[src/hdl/telnet_iac_line_deframer_core_macros.svh]
// Assertion macros for the telnet IAC line deframer.
// Included by the top level; needs no other file.
`ifndef TELNET_IAC_LINE_DEFRAMER_CORE_MACROS_SVH
`define TELNET_IAC_LINE_DEFRAMER_CORE_MACROS_SVH

// Same-cycle implication, disabled while reset is asserted
`define TILD_ASSERT_IMP(label, clk, rst_n, ante, cons, msg) \
    label: assert property (@(posedge clk) disable iff (!rst_n) (ante) |-> (cons)) \
        else $error(msg);

// Next-cycle implication, disabled while reset is asserted
`define TILD_ASSERT_NXT(label, clk, rst_n, ante, cons, msg) \
    label: assert property (@(posedge clk) disable iff (!rst_n) (ante) |=> (cons)) \
        else $error(msg);

`endif

[src/hdl/tild_pkg.sv]
// Shared constants, byte classes, event codes and queue entry type
// for the telnet IAC line deframer. No dependencies.
package tild_pkg;

    // Buffer sizes
    localparam int LINE_MAX    = 64;
    localparam int FW_MAX      = 4096;

    // Derived widths
    localparam int LINE_CNT_W  = $clog2(LINE_MAX + 1);
    localparam int LINE_ADDR_W = $clog2(LINE_MAX);
    localparam int FW_CNT_W    = $clog2(FW_MAX + 1);
    localparam int FW_ADDR_W   = $clog2(FW_MAX);

    // Fixed port widths
    localparam int BYTE_W      = 8;
    localparam int COUNT_W     = 16;
    localparam int EVENT_W     = 3;
    localparam int LINE_LEN_W  = 7;
    localparam int FW_LEN_W    = 13;

    // Decoupling queue
    localparam int Q_DEPTH     = 2;
    localparam int Q_PTR_W     = $clog2(Q_DEPTH);
    localparam int Q_CNT_W     = $clog2(Q_DEPTH + 1);

    // Telnet bytes
    localparam logic [BYTE_W-1:0] IAC_BYTE = 8'hFF;
    localparam logic [BYTE_W-1:0] CMD_WILL = 8'hFB;
    localparam logic [BYTE_W-1:0] CMD_DO   = 8'hFD;
    localparam logic [BYTE_W-1:0] CMD_IP   = 8'hF4;
    localparam logic [BYTE_W-1:0] OPT_TM   = 8'h06;
    localparam logic [BYTE_W-1:0] CHAR_LF  = 8'h0A;
    localparam logic [BYTE_W-1:0] CHAR_CR  = 8'h0D;

    // Byte class found by the front end
    typedef enum logic [2:0] {
        CLS_DATA,
        CLS_EOL,
        CLS_IAC,
        CLS_WILL,
        CLS_DO,
        CLS_IP,
        CLS_TM
    } tild_class_t;

    // Result event codes
    typedef enum logic [EVENT_W-1:0] {
        EV_NONE,
        EV_LINE,
        EV_TM,
        EV_TM_CRLF,
        EV_FW_BYTE,
        EV_FW_DONE,
        EV_ARM_OK,
        EV_ARM_BAD
    } tild_event_t;

    // One classified item as it travels through the queue
    typedef struct packed {
        logic                arm;
        logic                arm_ok;
        logic [FW_CNT_W-1:0] arm_count;
        tild_class_t         cls;
        logic [BYTE_W-1:0]   data;
    } tild_op_t;

endpackage

[src/hdl/tild_front.sv]
// Front end: accepts input transfers and classifies each item.
// Depends on tild_pkg.
module tild_front
(
    input  logic                              in_valid,
    output logic                              in_stall,
    input  logic                              mode,
    input  logic [tild_pkg::BYTE_W-1:0]       data_byte,
    input  logic [tild_pkg::COUNT_W-1:0]      block_count,
    input  logic                              q_full,
    output logic                              q_push,
    output tild_pkg::tild_op_t                q_op
);

    // Hold off the sender only when the queue has no room
    assign in_stall = q_full;
    assign q_push   = in_valid && !q_full;

    // Classify the byte and check the arm request
    always_comb
    begin
        q_op           = '0;
        q_op.arm       = mode;
        q_op.data      = data_byte;
        q_op.arm_ok    = (block_count != '0) &&
                         (32'(block_count) <= 32'(tild_pkg::FW_MAX));
        q_op.arm_count = tild_pkg::FW_CNT_W'(block_count);
        unique case (data_byte)
            tild_pkg::IAC_BYTE: q_op.cls = tild_pkg::CLS_IAC;
            tild_pkg::CMD_WILL: q_op.cls = tild_pkg::CLS_WILL;
            tild_pkg::CMD_DO:   q_op.cls = tild_pkg::CLS_DO;
            tild_pkg::CMD_IP:   q_op.cls = tild_pkg::CLS_IP;
            tild_pkg::OPT_TM:   q_op.cls = tild_pkg::CLS_TM;
            tild_pkg::CHAR_LF,
            tild_pkg::CHAR_CR:  q_op.cls = tild_pkg::CLS_EOL;
            default:            q_op.cls = tild_pkg::CLS_DATA;
        endcase
    end

endmodule

[src/hdl/tild_fifo.sv]
// Short queue between front end and back end.
// Depends on tild_pkg.
module tild_fifo
(
    input  logic                 clk,
    input  logic                 rst_n,
    input  logic                 push,
    input  tild_pkg::tild_op_t   push_op,
    output logic                 full,
    input  logic                 pop,
    output logic                 not_empty,
    output tild_pkg::tild_op_t   head_op
);

    tild_pkg::tild_op_t               slot_reg [tild_pkg::Q_DEPTH];
    logic [tild_pkg::Q_PTR_W-1:0]     wr_ptr_reg;
    logic [tild_pkg::Q_PTR_W-1:0]     wr_ptr_next;
    logic [tild_pkg::Q_PTR_W-1:0]     rd_ptr_reg;
    logic [tild_pkg::Q_PTR_W-1:0]     rd_ptr_next;
    logic [tild_pkg::Q_CNT_W-1:0]     count_reg;
    logic [tild_pkg::Q_CNT_W-1:0]     count_next;

    assign full      = (count_reg == tild_pkg::Q_CNT_W'(tild_pkg::Q_DEPTH));
    assign not_empty = (count_reg != '0);
    assign head_op   = slot_reg[rd_ptr_reg];

    // Pointer and fill updates
    always_comb
    begin
        wr_ptr_next = wr_ptr_reg;
        rd_ptr_next = rd_ptr_reg;
        count_next  = count_reg;
        if (push)
        begin
            wr_ptr_next = (wr_ptr_reg == tild_pkg::Q_PTR_W'(tild_pkg::Q_DEPTH - 1)) ?
                          '0 : wr_ptr_reg + 1'b1;
        end
        if (pop)
        begin
            rd_ptr_next = (rd_ptr_reg == tild_pkg::Q_PTR_W'(tild_pkg::Q_DEPTH - 1)) ?
                          '0 : rd_ptr_reg + 1'b1;
        end
        if (push && !pop)
        begin
            count_next = count_reg + 1'b1;
        end
        else if (pop && !push)
        begin
            count_next = count_reg - 1'b1;
        end
    end

    always_ff @(posedge clk or negedge rst_n)
    begin
        if (!rst_n)
        begin
            wr_ptr_reg <= '0;
            rd_ptr_reg <= '0;
            count_reg  <= '0;
        end
        else
        begin
            wr_ptr_reg <= wr_ptr_next;
            rd_ptr_reg <= rd_ptr_next;
            count_reg  <= count_next;
        end
    end

    // Entry storage
    always_ff @(posedge clk)
    begin
        if (push)
        begin
            slot_reg[wr_ptr_reg] <= push_op;
        end
    end

endmodule

[src/hdl/tild_back.sv]
// Back end: IAC parser state, line and firmware buffers, result register.
// Depends on tild_pkg.
module tild_back
(
    input  logic                                clk,
    input  logic                                rst_n,
    input  logic                                q_valid,
    input  tild_pkg::tild_op_t                  q_op,
    output logic                                q_pop,
    output logic                                out_valid,
    input  logic                                out_stall,
    output logic [tild_pkg::EVENT_W-1:0]        event_res,
    output logic [tild_pkg::LINE_LEN_W-1:0]     line_length,
    output logic [tild_pkg::FW_LEN_W-1:0]       fw_length
);

    // Parser and capture state
    logic                               esc_reg,   esc_next;
    logic                               will_reg,  will_next;
    logic                               do_reg,    do_next;
    logic                               intr_reg,  intr_next;
    logic [tild_pkg::LINE_CNT_W-1:0]    line_cnt_reg, line_cnt_next;
    logic [tild_pkg::FW_CNT_W-1:0]      fw_rem_reg,   fw_rem_next;
    logic [tild_pkg::FW_CNT_W-1:0]      fw_idx_reg,   fw_idx_next;

    // Result register
    logic                               out_valid_reg;
    tild_pkg::tild_event_t              ev_reg,   ev_next;
    logic [tild_pkg::LINE_LEN_W-1:0]    llen_reg;
    logic [tild_pkg::FW_LEN_W-1:0]      flen_reg;

    // Step outputs
    logic [tild_pkg::LINE_CNT_W-1:0]    llen_next;
    logic [tild_pkg::FW_CNT_W-1:0]      flen_next;
    logic [tild_pkg::FW_CNT_W-1:0]      fw_idx_inc;
    logic                               line_we;
    logic                               fw_we;

    // Buffers
    logic [tild_pkg::BYTE_W-1:0]        line_mem [tild_pkg::LINE_MAX];
    logic [tild_pkg::BYTE_W-1:0]        fw_mem   [tild_pkg::FW_MAX];

    // Take the next item whenever the result register is free or draining
    assign q_pop = q_valid && (!out_valid_reg || !out_stall);

    assign fw_idx_inc = fw_idx_reg + 1'b1;

    // One item step
    always_comb
    begin
        esc_next      = esc_reg;
        will_next     = will_reg;
        do_next       = do_reg;
        intr_next     = intr_reg;
        line_cnt_next = line_cnt_reg;
        fw_rem_next   = fw_rem_reg;
        fw_idx_next   = fw_idx_reg;
        ev_next       = tild_pkg::EV_NONE;
        llen_next     = '0;
        line_we       = 1'b0;
        fw_we         = 1'b0;

        priority if (q_op.arm)
        begin
            if (q_op.arm_ok)
            begin
                fw_idx_next = '0;
                fw_rem_next = q_op.arm_count;
                ev_next     = tild_pkg::EV_ARM_OK;
            end
            else
            begin
                ev_next = tild_pkg::EV_ARM_BAD;
            end
        end
        else if (fw_rem_reg != '0)
        begin
            // Raw capture bypasses the parser
            fw_we       = 1'b1;
            fw_rem_next = fw_rem_reg - 1'b1;
            if (fw_rem_reg == tild_pkg::FW_CNT_W'(1))
            begin
                ev_next     = tild_pkg::EV_FW_DONE;
                fw_idx_next = '0;
            end
            else
            begin
                ev_next     = tild_pkg::EV_FW_BYTE;
                fw_idx_next = fw_idx_inc;
            end
        end
        else if (esc_reg)
        begin
            esc_next = 1'b0;
            unique case (q_op.cls)
                tild_pkg::CLS_IAC:
                begin
                    // Escaped 0xFF is line data
                    if (line_cnt_reg < tild_pkg::LINE_CNT_W'(tild_pkg::LINE_MAX))
                    begin
                        line_we       = 1'b1;
                        line_cnt_next = line_cnt_reg + 1'b1;
                    end
                end
                tild_pkg::CLS_WILL: will_next = 1'b1;
                tild_pkg::CLS_DO:   do_next   = 1'b1;
                tild_pkg::CLS_IP:   intr_next = 1'b1;
                default:            ;
            endcase
        end
        else if (will_reg)
        begin
            will_next = 1'b0;
        end
        else if (do_reg)
        begin
            do_next = 1'b0;
            if (q_op.cls == tild_pkg::CLS_TM)
            begin
                ev_next = tild_pkg::EV_TM;
                if (intr_reg)
                begin
                    intr_next     = 1'b0;
                    line_cnt_next = '0;
                    ev_next       = tild_pkg::EV_TM_CRLF;
                end
            end
        end
        else if (q_op.cls == tild_pkg::CLS_IAC)
        begin
            esc_next = 1'b1;
        end
        else if (q_op.cls == tild_pkg::CLS_EOL)
        begin
            if (line_cnt_reg != '0)
            begin
                llen_next     = line_cnt_reg;
                line_cnt_next = '0;
                ev_next       = tild_pkg::EV_LINE;
            end
        end
        else
        begin
            // Plain data; bytes past a full line are dropped
            if (line_cnt_reg < tild_pkg::LINE_CNT_W'(tild_pkg::LINE_MAX))
            begin
                line_we       = 1'b1;
                line_cnt_next = line_cnt_reg + 1'b1;
            end
        end

        // Block done reports the block size, otherwise the index after the step
        flen_next = (ev_next == tild_pkg::EV_FW_DONE) ? fw_idx_inc : fw_idx_next;
    end

    // State and result valid
    always_ff @(posedge clk or negedge rst_n)
    begin
        if (!rst_n)
        begin
            esc_reg       <= 1'b0;
            will_reg      <= 1'b0;
            do_reg        <= 1'b0;
            intr_reg      <= 1'b0;
            line_cnt_reg  <= '0;
            fw_rem_reg    <= '0;
            fw_idx_reg    <= '0;
            out_valid_reg <= 1'b0;
        end
        else
        begin
            if (q_pop)
            begin
                esc_reg      <= esc_next;
                will_reg     <= will_next;
                do_reg       <= do_next;
                intr_reg     <= intr_next;
                line_cnt_reg <= line_cnt_next;
                fw_rem_reg   <= fw_rem_next;
                fw_idx_reg   <= fw_idx_next;
            end
            if (q_pop)
            begin
                out_valid_reg <= 1'b1;
            end
            else if (!out_stall)
            begin
                out_valid_reg <= 1'b0;
            end
        end
    end

    // Result payload
    always_ff @(posedge clk)
    begin
        if (q_pop)
        begin
            ev_reg   <= ev_next;
            llen_reg <= tild_pkg::LINE_LEN_W'(llen_next);
            flen_reg <= tild_pkg::FW_LEN_W'(flen_next);
        end
    end

    // Line buffer write port
    always_ff @(posedge clk)
    begin
        if (q_pop && line_we)
        begin
            line_mem[line_cnt_reg[tild_pkg::LINE_ADDR_W-1:0]] <= q_op.data;
        end
    end

    // Firmware buffer write port
    always_ff @(posedge clk)
    begin
        if (q_pop && fw_we)
        begin
            fw_mem[fw_idx_reg[tild_pkg::FW_ADDR_W-1:0]] <= q_op.data;
        end
    end

    assign out_valid   = out_valid_reg;
    assign event_res   = ev_reg;
    assign line_length = llen_reg;
    assign fw_length   = flen_reg;

endmodule

[src/hdl/telnet_iac_line_deframer_core.sv]
// Telnet IAC line deframer, top level.
// Depends on tild_pkg, tild_front, tild_fifo, tild_back and the macros header.
//
// Input channel (in_valid/in_stall): one item per transfer. mode 0 carries a
// received byte in data_byte; mode 1 arms a raw firmware block of block_count
// bytes. Output channel (out_valid/out_stall): exactly one result per item,
// in order: event_res, line_length (nonzero only for a line-ready event) and
// fw_length.
// Throughput is one item per cycle while the receiver does not stall. An item
// is registered in the two-entry queue after the front end, then the back
// end runs its parser step into the result register; that step sets the rate.
// When the receiver stalls, the result register holds and the queue absorbs
// up to two more items; in_stall rises only when the queue is full, and drops
// in the cycle after an unstalled output cycle.
// Reset clears the parser flags, line count and firmware counters; the line
// and firmware buffers keep stale contents, which are never read back.
`include "telnet_iac_line_deframer_core_macros.svh"

module telnet_iac_line_deframer_core
(
    input  logic                                clk,
    input  logic                                rst_n,
    input  logic                                in_valid,
    output logic                                in_stall,
    input  logic                                mode,
    input  logic [tild_pkg::BYTE_W-1:0]         data_byte,
    input  logic [tild_pkg::COUNT_W-1:0]        block_count,
    output logic                                out_valid,
    input  logic                                out_stall,
    output logic [tild_pkg::EVENT_W-1:0]        event_res,
    output logic [tild_pkg::LINE_LEN_W-1:0]     line_length,
    output logic [tild_pkg::FW_LEN_W-1:0]       fw_length
);

    logic                 q_full;
    logic                 q_push;
    logic                 q_pop;
    logic                 q_not_empty;
    tild_pkg::tild_op_t   push_op;
    tild_pkg::tild_op_t   head_op;

    // Accept and classify
    tild_front u_front
    (
        .in_valid    (in_valid),
        .in_stall    (in_stall),
        .mode        (mode),
        .data_byte   (data_byte),
        .block_count (block_count),
        .q_full      (q_full),
        .q_push      (q_push),
        .q_op        (push_op)
    );

    // Decoupling queue
    tild_fifo u_fifo
    (
        .clk       (clk),
        .rst_n     (rst_n),
        .push      (q_push),
        .push_op   (push_op),
        .full      (q_full),
        .pop       (q_pop),
        .not_empty (q_not_empty),
        .head_op   (head_op)
    );

    // Parse, buffer and report
    tild_back u_back
    (
        .clk         (clk),
        .rst_n       (rst_n),
        .q_valid     (q_not_empty),
        .q_op        (head_op),
        .q_pop       (q_pop),
        .out_valid   (out_valid),
        .out_stall   (out_stall),
        .event_res   (event_res),
        .line_length (line_length),
        .fw_length   (fw_length)
    );

    // Only a line-ready event carries a line length
    `TILD_ASSERT_IMP(a_len_only_on_line, clk, rst_n,
                     out_valid && (event_res != tild_pkg::EV_LINE),
                     line_length == '0, "line_length set on non-line event")

    // An accepted arm restarts the firmware index
    `TILD_ASSERT_IMP(a_arm_ok_index, clk, rst_n,
                     out_valid && (event_res == tild_pkg::EV_ARM_OK),
                     fw_length == '0, "fw_length not cleared by arm")

    // An unstalled output cycle always leaves room in the queue
    `TILD_ASSERT_NXT(a_no_stall_when_draining, clk, rst_n, !out_stall, !in_stall,
                     "input stalled while output drains")

endmodule

[config.mk]
export PLATFORM = sky130hd
export DESIGN_NAME = telnet_iac_line_deframer_core
export DESIGN_NICKNAME = d
export VERILOG_FILES = /design/src/hdl/tild_pkg.sv /design/src/hdl/tild_front.sv /design/src/hdl/tild_fifo.sv /design/src/hdl/tild_back.sv /design/src/hdl/telnet_iac_line_deframer_core.sv
export VERILOG_INCLUDE_DIRS = /design/src /design/src/hdl
export SDC_FILE = /design/constraint.sdc
export NUM_CORES = 1
export LEC_CHECK = 0
export ABC_AREA = 0
export BUFFER_PORTS_ARGS = -buffer_cell sky130_fd_sc_hd__buf_4
export CAP_MARGIN = 20
export CORE_ASPECT_RATIO = 0.6
export CORE_UTILIZATION = 55
export CTS_BUF_LIST = sky130_fd_sc_hd__clkbuf_4 sky130_fd_sc_hd__clkbuf_8
export DETAILED_ROUTE_END_ITERATION = 10
export PLACE_DENSITY_LB_ADDON = 0.12
export SLEW_MARGIN = 20
export SYNTH_ARGS = -nofsm -noshare
export SYNTH_HDL_FRONTEND = slang
export SYNTH_SLANG_ARGS = --single-unit
export TNS_END_PERCENT = 5
[constraint.sdc]
create_clock -name clk -period 2.29 [get_ports clk]
set_input_delay 0.3435 -clock clk [delete_from_list [all_inputs] [get_ports clk]]
set_output_delay 0.3435 -clock clk [all_outputs]
set_load 0.005 [all_outputs]
==> flow_summary.toml, run 1 <==
[outcome]
run_status = "completed"

[final_layout]
regArea_um2 = 2824
fillerInstances = 710
layoutNonFillerInstCount = 669
insertedDiodeCount = 0
max_ffs_per_register = 36
area.growth.synth_to_final_pct = 18.04
combined_area_of_the_multi_input_logic_cells_um2 = 2217
commonest_non_fill_non_tap_cells_in_the_layout = "sky130_fd_sc_hd__buf_4 (81), sky130_fd_sc_hd__edfxtp_1 (59), sky130_fd_sc_hd__dfrtp_1 (41)"
final_common_cell = "sky130_fd_sc_hd__buf_4"
fraction_of_layout_instances_using_a_drive_strength_above_1 = 0.2263
final_nets = 569

[floorplan]
die_w_um = 127.3
total_die_area_um2 = 9825
start_util = 0.5659
io_pins = 54
num_rows = 27
coreArea_um2 = 9155
die_height_um = 77.18

[worst_setup_path]
critical_path.endpoint_type = "flip-flop"
r2r_start = "u_fifo.slot_reg[0][9]"
worst_setup_path_startpoint = "u_fifo.slot_reg[0][9]"
path_max_fanout = 10
r2r_setup_slack_ns = 0.11
startpoint_type = "flip-flop"
worst-endpoint-required_ns = 2.58
path_class = "reg -> reg"
arrival_ns = 2.48

[sta]
finalSetupViolCount = 0
finalCritPeriodShare = 0.9534
timing.max_slew.rel_slack = 0.5982
timing.final.max_slew_violations = 0
finalCriticalPeriod_ns = 2.183
final-hold-violation-count = 0
fin_skew_ns = 0.008235
max_clock_freq_mhz = 458.0
finalWorstSetupSlack_ns = 0.1067
worst_slew_pin_slew_ns = 0.5987

[clock_tree]
cts_sinks = 101
htree_num_levels = 3
clk-insertion-delay-late_ns = 0.38
cts-buffers-inserted = 9
path_clk_slew_ns = 0.10
cts_root_buffer = "sky130_fd_sc_hd__clkbuf_8"
cts_tree = "built"
max-clock-path-buffers = 2

[synth]
synth_edf_count = 59
async_flop_share = 0.4158
synth_fp_nets = 497
synth_largest_area_cell = "sky130_fd_sc_hd__edfxtp_1"
postSynthCellCount = 462
synthesis.area_per_instance_um2 = 11.21
yosys-top-cells-area = "sky130_fd_sc_hd__edfxtp_1 (34%), sky130_fd_sc_hd__dfrtp_1 (20%), sky130_fd_sc_hd__mux2i_1 (3.9%)"
synth.distinct_cells = 68
synth_sequential_area_ratio = 0.5448
syn-cell-area_um2 = 5181
netlist.area_leader.share = 0.3419
synthFlopType = "sky130_fd_sc_hd__edfxtp_1"
ys_seq_elements = 101
synthesis.yosys.warnings = 0

[place]
dpl_wire_length_um = 7523
io_buffers = 53
gpl.final_weighted_congestion = 0.8235
placed_cells = 650
dpl_worst_slack_ns = 0.008133

[routing]
route.detailed.drc = 0
route.detailed.vias_per_inst = 5.951
antenna_violating_nets_post_route = 0
first_iter_violations = 417
vias = 3981
first_pass_iters = 5
drt_wl_total_um = 10940
detail_route.wl_per_cell_um = 16.36

[grt]
number_of_global_route_vias_before_repair = 3606
grt_first_pass_wirelength_um = 18040
maximum_number_of_pins_on_one_net_before_global_route_repair = 43
grt-ovfl-total = 0
globalRouteTotalUtil = 0.2368
number_of_antenna_violations_at_the_first_check_in_global_routing = 0

[pwr]
total_power_mw = 6.733
power.density_cell_area_nw_per_um2 = 1101
irDropWorstVdd_uv = 629.6
power.leakage_nw = 2.452

[worst_hold_path]
min_from = "block_count[4]"
hold_path_class = "in -> reg"

[job]
maxCapViolCount = 0
[stage by stage]
step | setup TNS, ns | instance area, um^2 | hold slack, ns | util
final | 0 | 6116 | 0.1486 | 0.6680
after floorplan | 0 | 5182 | 0.04791 | -
after global routing | -0.002681 | 6116 | 0.1300 | 0.6680
after CTS | 0 | 6075 | 0.1277 | 0.6635
after global placement | 0 | 5878 | 0.3839 | 0.6421
after detailed placement | 0 | 5878 | 0.3877 | 0.6421
[kinds of logic after synthesis]
family,after synthesis,synth area share
flip-flops,101,0.5448
multiplexers,27,0.05385
adder cells (fa/ha/maj),6,0.01449
AND/OR/NAND/NOR,160,0.1814
buffers and inverters,41,0.03308
XOR/XNOR,7,0.01183
AO/OA/AOI/OAI,120,0.1606
[layer usage]
| metal | wire [um] | share of wire | global-route usage | vias up |
|---|---|---|---|---|
| met4 | 140 | 0.013 | 0.07738 | 0 |
| met1 | 5503 | 0.50 | 0.3571 | 1907 |
| met2 | 4772 | 0.44 | 0.3372 | 133 |
| met5 | 0 | 0 | 0 | - |
| met3 | 526 | 0.048 | 0.05094 | 15 |
| li1 | - | - | - | 1926 |
[timing repair]
action | 4_1_cts | 5_1_grt
buffers inserted | 0 | 2
gates resized for setup | 0 | 4
endpoints found under the setup margin | 0 | 10
hold buffers | 1 | 0
hold endpoints to repair | 42 | 0
[path summary, 6_finish.rpt]
check,end,cells past startpoint
min in group asynchronous,u_back.fw_idx_reg[11],2
worst max register to register,u_back.line_cnt_reg[4],6
worst min-delay path,u_fifo.slot_reg[0][15],1
max in group asynchronous,u_fifo.rd_ptr_reg,2
worst max-delay path,u_back.line_cnt_reg[4],6
worst min register to register,u_fifo.wr_ptr_reg,1
[power breakdown]
part | switching, mW | total, mW | internal (mW) | leakage (nW)
logic | 1.54 | 2.76 | 1.21 | 1.26
registers | 0.379 | 2.90 | 2.52 | 1.10
clock network | 0.661 | 1.08 | 0.420 | 0.0931
[worst max-delay path: stages, from the launching register on]
cell	delay [ns]
sky130_fd_sc_hd__edfxtp_1	0.49
sky130_fd_sc_hd__nor4b_2	0.21
sky130_fd_sc_hd__nor4_2	0.29
sky130_fd_sc_hd__buf_4	0.17
sky130_fd_sc_hd__a32oi_4	0.15
sky130_fd_sc_hd__or4b_4	0.59
sky130_fd_sc_hd__o31ai_2	0.19
[cell type report]
| type | instances | share of cell area |
|---|---|---|
| Sequential cell | 101 | 0.4617 |
| Multi-Input combinational cell | 320 | 0.3625 |
| Timing Repair Buffer | 84 | 0.1076 |
| Inverter | 18 | 0.01105 |
| Clock buffer | 9 | 0.02025 |
| Tap cell | 130 | 0.02660 |
| Clock inverter | 7 | 0.01023 |
[Yosys cell counts, types with 3 or more instances]
master,instances
sky130_fd_sc_hd__a21o_1,5
sky130_fd_sc_hd__a21oi_1,21
sky130_fd_sc_hd__a221oi_1,3
sky130_fd_sc_hd__a22o_1,11
sky130_fd_sc_hd__a31oi_1,13
sky130_fd_sc_hd__and2_1,9
sky130_fd_sc_hd__and3_1,11
sky130_fd_sc_hd__buf_2,8
sky130_fd_sc_hd__clkbuf_1,11
sky130_fd_sc_hd__dfrtp_1,42
sky130_fd_sc_hd__edfxtp_1,59
sky130_fd_sc_hd__ha_1,6
sky130_fd_sc_hd__inv_1,18
sky130_fd_sc_hd__mux2_2,7
sky130_fd_sc_hd__mux2i_1,20
sky130_fd_sc_hd__nand2_1,30
sky130_fd_sc_hd__nand2b_1,10
sky130_fd_sc_hd__nand3_1,18
sky130_fd_sc_hd__nand3b_1,3
sky130_fd_sc_hd__nand4_1,4
sky130_fd_sc_hd__nor2_1,28
sky130_fd_sc_hd__nor2b_1,3
sky130_fd_sc_hd__nor3_1,12
sky130_fd_sc_hd__nor4_1,5
sky130_fd_sc_hd__nor4bb_1,3
sky130_fd_sc_hd__o211ai_1,3
sky130_fd_sc_hd__o21ai_0,20
sky130_fd_sc_hd__o21ai_1,5
sky130_fd_sc_hd__o221ai_1,4
sky130_fd_sc_hd__o31ai_1,10
sky130_fd_sc_hd__or3_1,3
sky130_fd_sc_hd__or4_1,3
sky130_fd_sc_hd__xnor2_1,4
sky130_fd_sc_hd__xor2_1,3
(Power assumes the default switching activity.)
==> run 2: changes to the inputs <==
--- a/config.mk
+++ b/config.mk
@@ -10,12 +10,13 @@
 export BUFFER_PORTS_ARGS = -buffer_cell sky130_fd_sc_hd__buf_4
 export CAP_MARGIN = 20
 export CORE_ASPECT_RATIO = 0.6
-export CORE_UTILIZATION = 55
+export CORE_UTILIZATION = 56
 export CTS_BUF_LIST = sky130_fd_sc_hd__clkbuf_4 sky130_fd_sc_hd__clkbuf_8
 export DETAILED_ROUTE_END_ITERATION = 10
 export PLACE_DENSITY_LB_ADDON = 0.12
 export SLEW_MARGIN = 20
 export SYNTH_ARGS = -nofsm -noshare
 export SYNTH_HDL_FRONTEND = slang
+export SYNTH_HIERARCHICAL = 1
 export SYNTH_SLANG_ARGS = --single-unit
-export TNS_END_PERCENT = 5
+export TNS_END_PERCENT = 10
==> run 2 against run 1 <==
- the flow now finishes with violations (negative setup slack)
- sequential share of layout area down 2.4 points
- sequential power down 5%
- cell count down 0.75%
- critical path depth up 1
- via count up 3.0%
- cell area up 5.5%
- critical path type unchanged
- first-iteration DRC count down 8.4%
- global-route usage up 1.2 points
- combinational power up 22%
- synthesized area up 1.3%
- total power up 7.2%
==> flow_summary.toml, run 2 <==
[outcome]
run_status = "complete, but fails checks"
violations_in_the_final_reports = "negative setup slack"

[sta]
grt_setup_unrepaired = "yes"
finalCriticalPeriod_ns = 2.523
worst_slew_pin_slew_ns = 0.5817
hold_slack_ns = 0.1612
finalCritPeriodShare = 1.102
final-hold-violation-count = 0
max_clock_freq_mhz = 396.3
timing.final.max_slew_violations = 0
timing.max_slew.rel_slack = 0.6122
fin_skew_ns = 0.007874
finalWorstSetupSlack_ns = -0.2332
finalSetupViolCount = 49
tns_ns = -7.033

[floorplan]
coreArea_um2 = 8783
die_height_um = 76.98
num_rows = 26
io_pins = 54
start_util = 0.5973
total_die_area_um2 = 9772
die_w_um = 127.0

[pwr]
share_comb_of_total_power = 0.465
irDropWorstVdd_uv = 687.1
switching_power_mw = 2.620
total_power_mw = 7.216
sw_frac_of_total = 0.3630
power.leakage_nw = 2.534
power_frac_seq = 0.383
power.density_cell_area_nw_per_um2 = 1119
power.internal_mw = 4.597
clockPowerShare = 0.152

[job]
maxCapViolCount = 0

[worst_setup_path]
r2r_start = "u_fifo/rd_ptr_reg"
path_max_fanout = 8
r2r_setup_slack_ns = -0.23
arrival_ns = 2.78
path_class = "reg -> reg"
worst-endpoint-required_ns = 2.55
rr_endpoint = "u_back/line_cnt_reg[1]"
critical_path.endpoint_type = "flip-flop"
worst_setup_path_startpoint = "u_fifo/rd_ptr_reg"
timing.reg2reg.worst_path_depth = 7
startpoint_type = "flip-flop"

[final_layout]
insertedDiodeCount = 0
commonest_non_fill_non_tap_cells_in_the_layout = "sky130_fd_sc_hd__buf_4 (99), sky130_fd_sc_hd__edfxtp_1 (59), sky130_fd_sc_hd__dfrtp_1 (42)"
max_ffs_per_register = 36
fillerInstances = 594
final_common_cell = "sky130_fd_sc_hd__buf_4"
final_nets = 583
layoutNonFillerInstCount = 664
final_core_util = 0.7345
area.growth.synth_to_final_pct = 22.97
fraction_of_layout_instances_using_a_drive_strength_above_1 = 0.3478

[clock_tree]
path_clk_slew_ns = 0.09
clk-insertion-delay-late_ns = 0.37
cts_tree = "built"
max-clock-path-buffers = 2
cts_sinks = 101
cts-buffers-inserted = 9
htree_num_levels = 3
cts_root_buffer = "sky130_fd_sc_hd__clkbuf_8"

[routing]
antenna_violating_nets_post_route = 0
detail_route.wl_per_cell_um = 17.79
first_iter_violations = 382
route.detailed.vias_per_inst = 6.175
first_pass_iters = 5
drt_wl_total_um = 11810
vias = 4100
route.detailed.drc = 0

[synth]
synth_fp_nets = 502
syn-cell-area_um2 = 5246
synthesis.yosys.warnings = 6
postSynthCellCount = 467
synthesis.area_per_instance_um2 = 11.23

[grt]
maximum_number_of_pins_on_one_net_before_global_route_repair = 43
grt.busiest_layer = "met2"
grt_first_pass_wirelength_um = 18770
number_of_antenna_violations_at_the_first_check_in_global_routing = 0
grt.met3_usage = 0.05862
grt-ovfl-total = 0
globalRouteTotalUtil = 0.2486
grt_use_met1 = 0.3511
met2_usage = 0.3874
number_of_global_route_vias_before_repair = 3783

[place]
io_buffers = 53
gpl.final_weighted_congestion = 0.8363
placed_cells = 643
dpl_wire_length_um = 7587

[worst_hold_path]
min_from = "mode"
holdPathEnd = "u_fifo/slot_reg[1][25]"
hold-path-cell-count = 1
hold_path_class = "in -> reg"
-- run 2: cell types whose count changed in the layout (fill, tap and decap cells not counted), moves of 7 or more --
cell | before | now
sky130_fd_sc_hd__buf_4 | 81 | 99
sky130_fd_sc_hd__mux2i_1 | 20 | 2
sky130_fd_sc_hd__nand4_1 | 4 | 11
sky130_fd_sc_hd__buf_6 | 0 | 9
sky130_fd_sc_hd__mux2_4 | 0 | 15
sky130_fd_sc_hd__nor2_1 | 28 | 21
sky130_fd_sc_hd__o21ai_0 | 19 | 12
sky130_fd_sc_hd__o21ai_1 | 6 | 19
-- run 2: repair_timing --
action	4_1_cts	5_1_grt
endpoints found under the hold margin	42	0
cloned	1	1
buffers inserted	3	1
resized for setup	31	43
pin swaps	19	5
endpoints found under the setup margin	58	58
hold buffers	1	0
-- run 2: worst max-delay path by stage --
| stage | slack [ns] | endpoint | cells after the start |
|---|---|---|---|
| 2_1_floorplan | -0.41 | u_back/line_cnt_reg[1] | 8 |
| 3_5_place_dp | -0.32 | u_back/line_cnt_reg[0] | 7 |
| 6_report | -0.23 | u_back/line_cnt_reg[1] | 7 |
| 3_3_place_gp | -0.28 | u_back/line_cnt_reg[0] | 7 |
| 4_1_cts | -0.27 | u_back/line_cnt_reg[5] | 7 |
| 5_1_grt | -0.31 | u_back/line_cnt_reg[2] | 6 |
-- run 2: stage by stage --
stage / instance area [um^2] / setup slack (ns)
final: 6451 / -0.2332
after global routing: 6451 / -0.3097
after CTS: 6307 / -0.2663
after detailed placement: 5973 / -0.3190
after global placement: 5973 / -0.2818
after floorplan: 5285 / -0.4126
-- run 2: power groups by stage --
stage	sequential, mW	combinational (mW)	clock (mW)
finish	2.76	3.36	1.09
global route	2.82	3.62	1.19
CTS	2.74	3.14	1.11
detailed placement	2.77	2.99	0
global placement	2.75	2.90	0
floorplan	2.80	1.77	0
-- run 2: cell type report --
| class | count | area [um^2] | area share |
|---|---|---|---|
| multi-input combinational | 314 | 2385 | 0.3697 |
| inverter | 12 | 45.04 | 0.006982 |
| clock inverter | 5 | 52.55 | 0.008146 |
| clock buffer | 10 | 131.4 | 0.02036 |
| sequential | 101 | 2823 | 0.4375 |
| tap | 112 | 140.1 | 0.02172 |
| timing repair buffer | 110 | 874.6 | 0.1356 |
-- run 2: critical path, cell delays in order, from the launching register on --
cell,delay (ns)
sky130_fd_sc_hd__dfrtp_1,0.42
sky130_fd_sc_hd__mux2_4,0.31
sky130_fd_sc_hd__or4b_4,0.49
sky130_fd_sc_hd__or4_4,0.53
sky130_fd_sc_hd__nor4_4,0.18
sky130_fd_sc_hd__buf_6,0.17
sky130_fd_sc_hd__nor2_2,0.07
sky130_fd_sc_hd__a32o_1,0.23
-- run 2: metal layers --
layer / wire (um) / up-vias
met5: 0 / -
met4: 137 / 0
met3: 740 / 15
met2: 5429 / 170
met1: 5506 / 1992
li1: - / 1923
==> run 3: changes to the inputs <==
--- a/config.mk
+++ b/config.mk
@@ -9,7 +9,7 @@
 export ABC_AREA = 0
 export BUFFER_PORTS_ARGS = -buffer_cell sky130_fd_sc_hd__buf_4
 export CAP_MARGIN = 20
-export CORE_ASPECT_RATIO = 0.6
+export CORE_ASPECT_RATIO = 0.5
 export CORE_UTILIZATION = 56
 export CTS_BUF_LIST = sky130_fd_sc_hd__clkbuf_4 sky130_fd_sc_hd__clkbuf_8
 export DETAILED_ROUTE_END_ITERATION = 10
==> run 3 against run 2 <==
- the run still ends with negative setup slack left
- routed wire length is 6.4% lower
- global-route usage is 0.46 points lower
- maximum frequency is 1.4% higher
- hold slack worse by 0.012 ns
- largest power group unchanged
- clock-buffer cell count is 1 lower
==> flow_summary.toml, run 3 (synthesized netlist as in run 2, its figures left out) <==
[clock_tree]
cts_root_buffer = "sky130_fd_sc_hd__clkbuf_8"
cts_tree = "built"
path_clk_slew_ns = 0.11
cts_sinks = 101
max-clock-path-buffers = 2
cts-buffers-inserted = 9
clk-insertion-delay-late_ns = 0.38
htree_num_levels = 3

[worst_setup_path]
arrival_ns = 2.75
critical_path.endpoint_type = "flip-flop"
critical_path.slowest_cell = "sky130_fd_sc_hd__or4_4"
timing.critical_path.buf_inv = 1
critical_path.cell_chain = "mux2_4 -> or4b_4 -> or4_4 -> buf_4 -> nand4b_1 -> a21oi_1 -> a221o_1"
path_class = "reg -> reg"
startpoint_type = "flip-flop"
path_max_fanout = 9
worst-endpoint-required_ns = 2.55
timing.critical_path.slowest_cell_delay_ns = 0.52
crit_family = "simple AND/OR/NAND/NOR gates"

[sta]
worst_slew_pin_slew_ns = 0.6407
hold_slack_ns = 0.1495
timing.max_slew.rel_slack = 0.5715
grt_setup_unrepaired = "yes"
fin_skew_ns = 0.01403
finalCriticalPeriod_ns = 2.488
finalSetupViolCount = 37
timing.final.max_slew_violations = 0
finalCritPeriodShare = 1.086
finalWorstSetupSlack_ns = -0.1980
final-hold-violation-count = 0
tns_ns = -3.704
max_clock_freq_mhz = 401.9

[outcome]
run_status = "complete, but fails checks"
violations_in_the_final_reports = "negative setup slack"

[final_layout]
fillerInstances = 672
insertedDiodeCount = 0
layoutNonFillerInstCount = 669
commonest_non_fill_non_tap_cells_in_the_layout = "sky130_fd_sc_hd__buf_4 (102), sky130_fd_sc_hd__edfxtp_1 (59), sky130_fd_sc_hd__dfrtp_1 (42)"
max_ffs_per_register = 36
fraction_of_layout_instances_using_a_drive_strength_above_1 = 0.3424
final_common_cell = "sky130_fd_sc_hd__buf_4"
final_area_um2 = 6406
area.growth.synth_to_final_pct = 22.11
final_nets = 582

[floorplan]
num_rows = 24
die_height_um = 70.44
start_util = 0.5902
die_w_um = 138.9
coreArea_um2 = 8889
total_die_area_um2 = 9783
io_pins = 54

[grt]
grt_first_pass_wirelength_um = 18320
maximum_number_of_pins_on_one_net_before_global_route_repair = 43
globalRouteTotalUtil = 0.2440
number_of_global_route_vias_before_repair = 3678
grt-ovfl-total = 0
number_of_antenna_violations_at_the_first_check_in_global_routing = 0

[routing]
vias = 3999
first_iter_violations = 388
drt_wl_total_um = 11050
first_pass_iters = 7
route.detailed.drc = 0
antenna_violating_nets_post_route = 0
detail_route.wl_per_cell_um = 16.52
route.detailed.vias_per_inst = 5.978

[pwr]
total_power_mw = 7.270
power.density_cell_area_nw_per_um2 = 1135
power.leakage_nw = 2.531
irDropWorstVdd_uv = 462.0

[worst_hold_path]
hold_path_class = "in -> reg"

[place]
dpl_wire_length_um = 7403
placed_cells = 648
gpl.final_weighted_congestion = 0.8744
dpl_cell_area_um2 = 5967
io_buffers = 53

[job]
maxCapViolCount = 0
-- run 3: power by group --
part           switching [mW]  total (mW)  internal (mW)
Sequential              0.248        2.75           2.50
Combinational            1.68        3.24           1.56
Clock                   0.649        1.28          0.629
Total                    2.58        7.27           4.69
-- run 3: stage by stage --
stage               setup WS, ns    util
floorplan                -0.4126       -
global placement         -0.2753  0.6713
detailed placement       -0.3112  0.6713
CTS                      -0.1846  0.7147
global route             -0.2952  0.7207
finish                   -0.1980  0.7207
-- run 3: routing by layer --
| layer | global-route usage | wire, um | share of wire |
|---|---|---|---|
| met2 | 0.3777 | 4953 | 0.45 |
| met5 | 0 | 0 | 0 |
| met1 | 0.3461 | 5272 | 0.48 |
| met4 | 0.08025 | 99 | 0.0090 |
| met3 | 0.04938 | 728 | 0.066 |
-- run 3: final timing paths --
| check | endpoint | depth (start not counted) | slack [ns] | startpoint |
|---|---|---|---|---|
| setup / recovery | u_back/fw_rem_reg[2] | 7 | -0.20 | u_fifo/rd_ptr_reg |
| hold / removal | u_fifo/slot_reg[1][21] | 1 | 0.15 | block_count[10] |
| setup reg to reg | u_back/fw_rem_reg[2] | 7 | -0.20 | u_fifo/rd_ptr_reg |
| hold reg to reg | u_fifo/count_reg[1] | 1 | 0.48 | u_fifo/count_reg[1] |
| max in group asynchronous | u_back/fw_idx_reg[7] | 2 | 1.39 | rst_n |
| min in group asynchronous | u_back/fw_rem_reg[1] | 2 | 0.50 | rst_n |
-- run 3: layout make-up --
class | count | area, um^2 | share of cell area
tap | 117 | 146.4 | 0.02285
inverter | 12 | 45.04 | 0.007031
sequential | 101 | 2823 | 0.4406
clock inverter | 7 | 102.6 | 0.01602
timing repair buffer | 109 | 852.1 | 0.1330
clock buffer | 9 | 123.9 | 0.01934
multi-input combinational | 314 | 2313 | 0.3611
-- run 3: what timing repair did --
item / 4_1_cts / 5_1_grt
setup buffers: 2 / 0
cloned: 2 / 0
hold buffers: 1 / 0
pin swaps: 4 / 7
gates resized for setup: 29 / 21
endpoints found under the setup margin: 57 / 56
hold endpoints to repair: 42 / 0
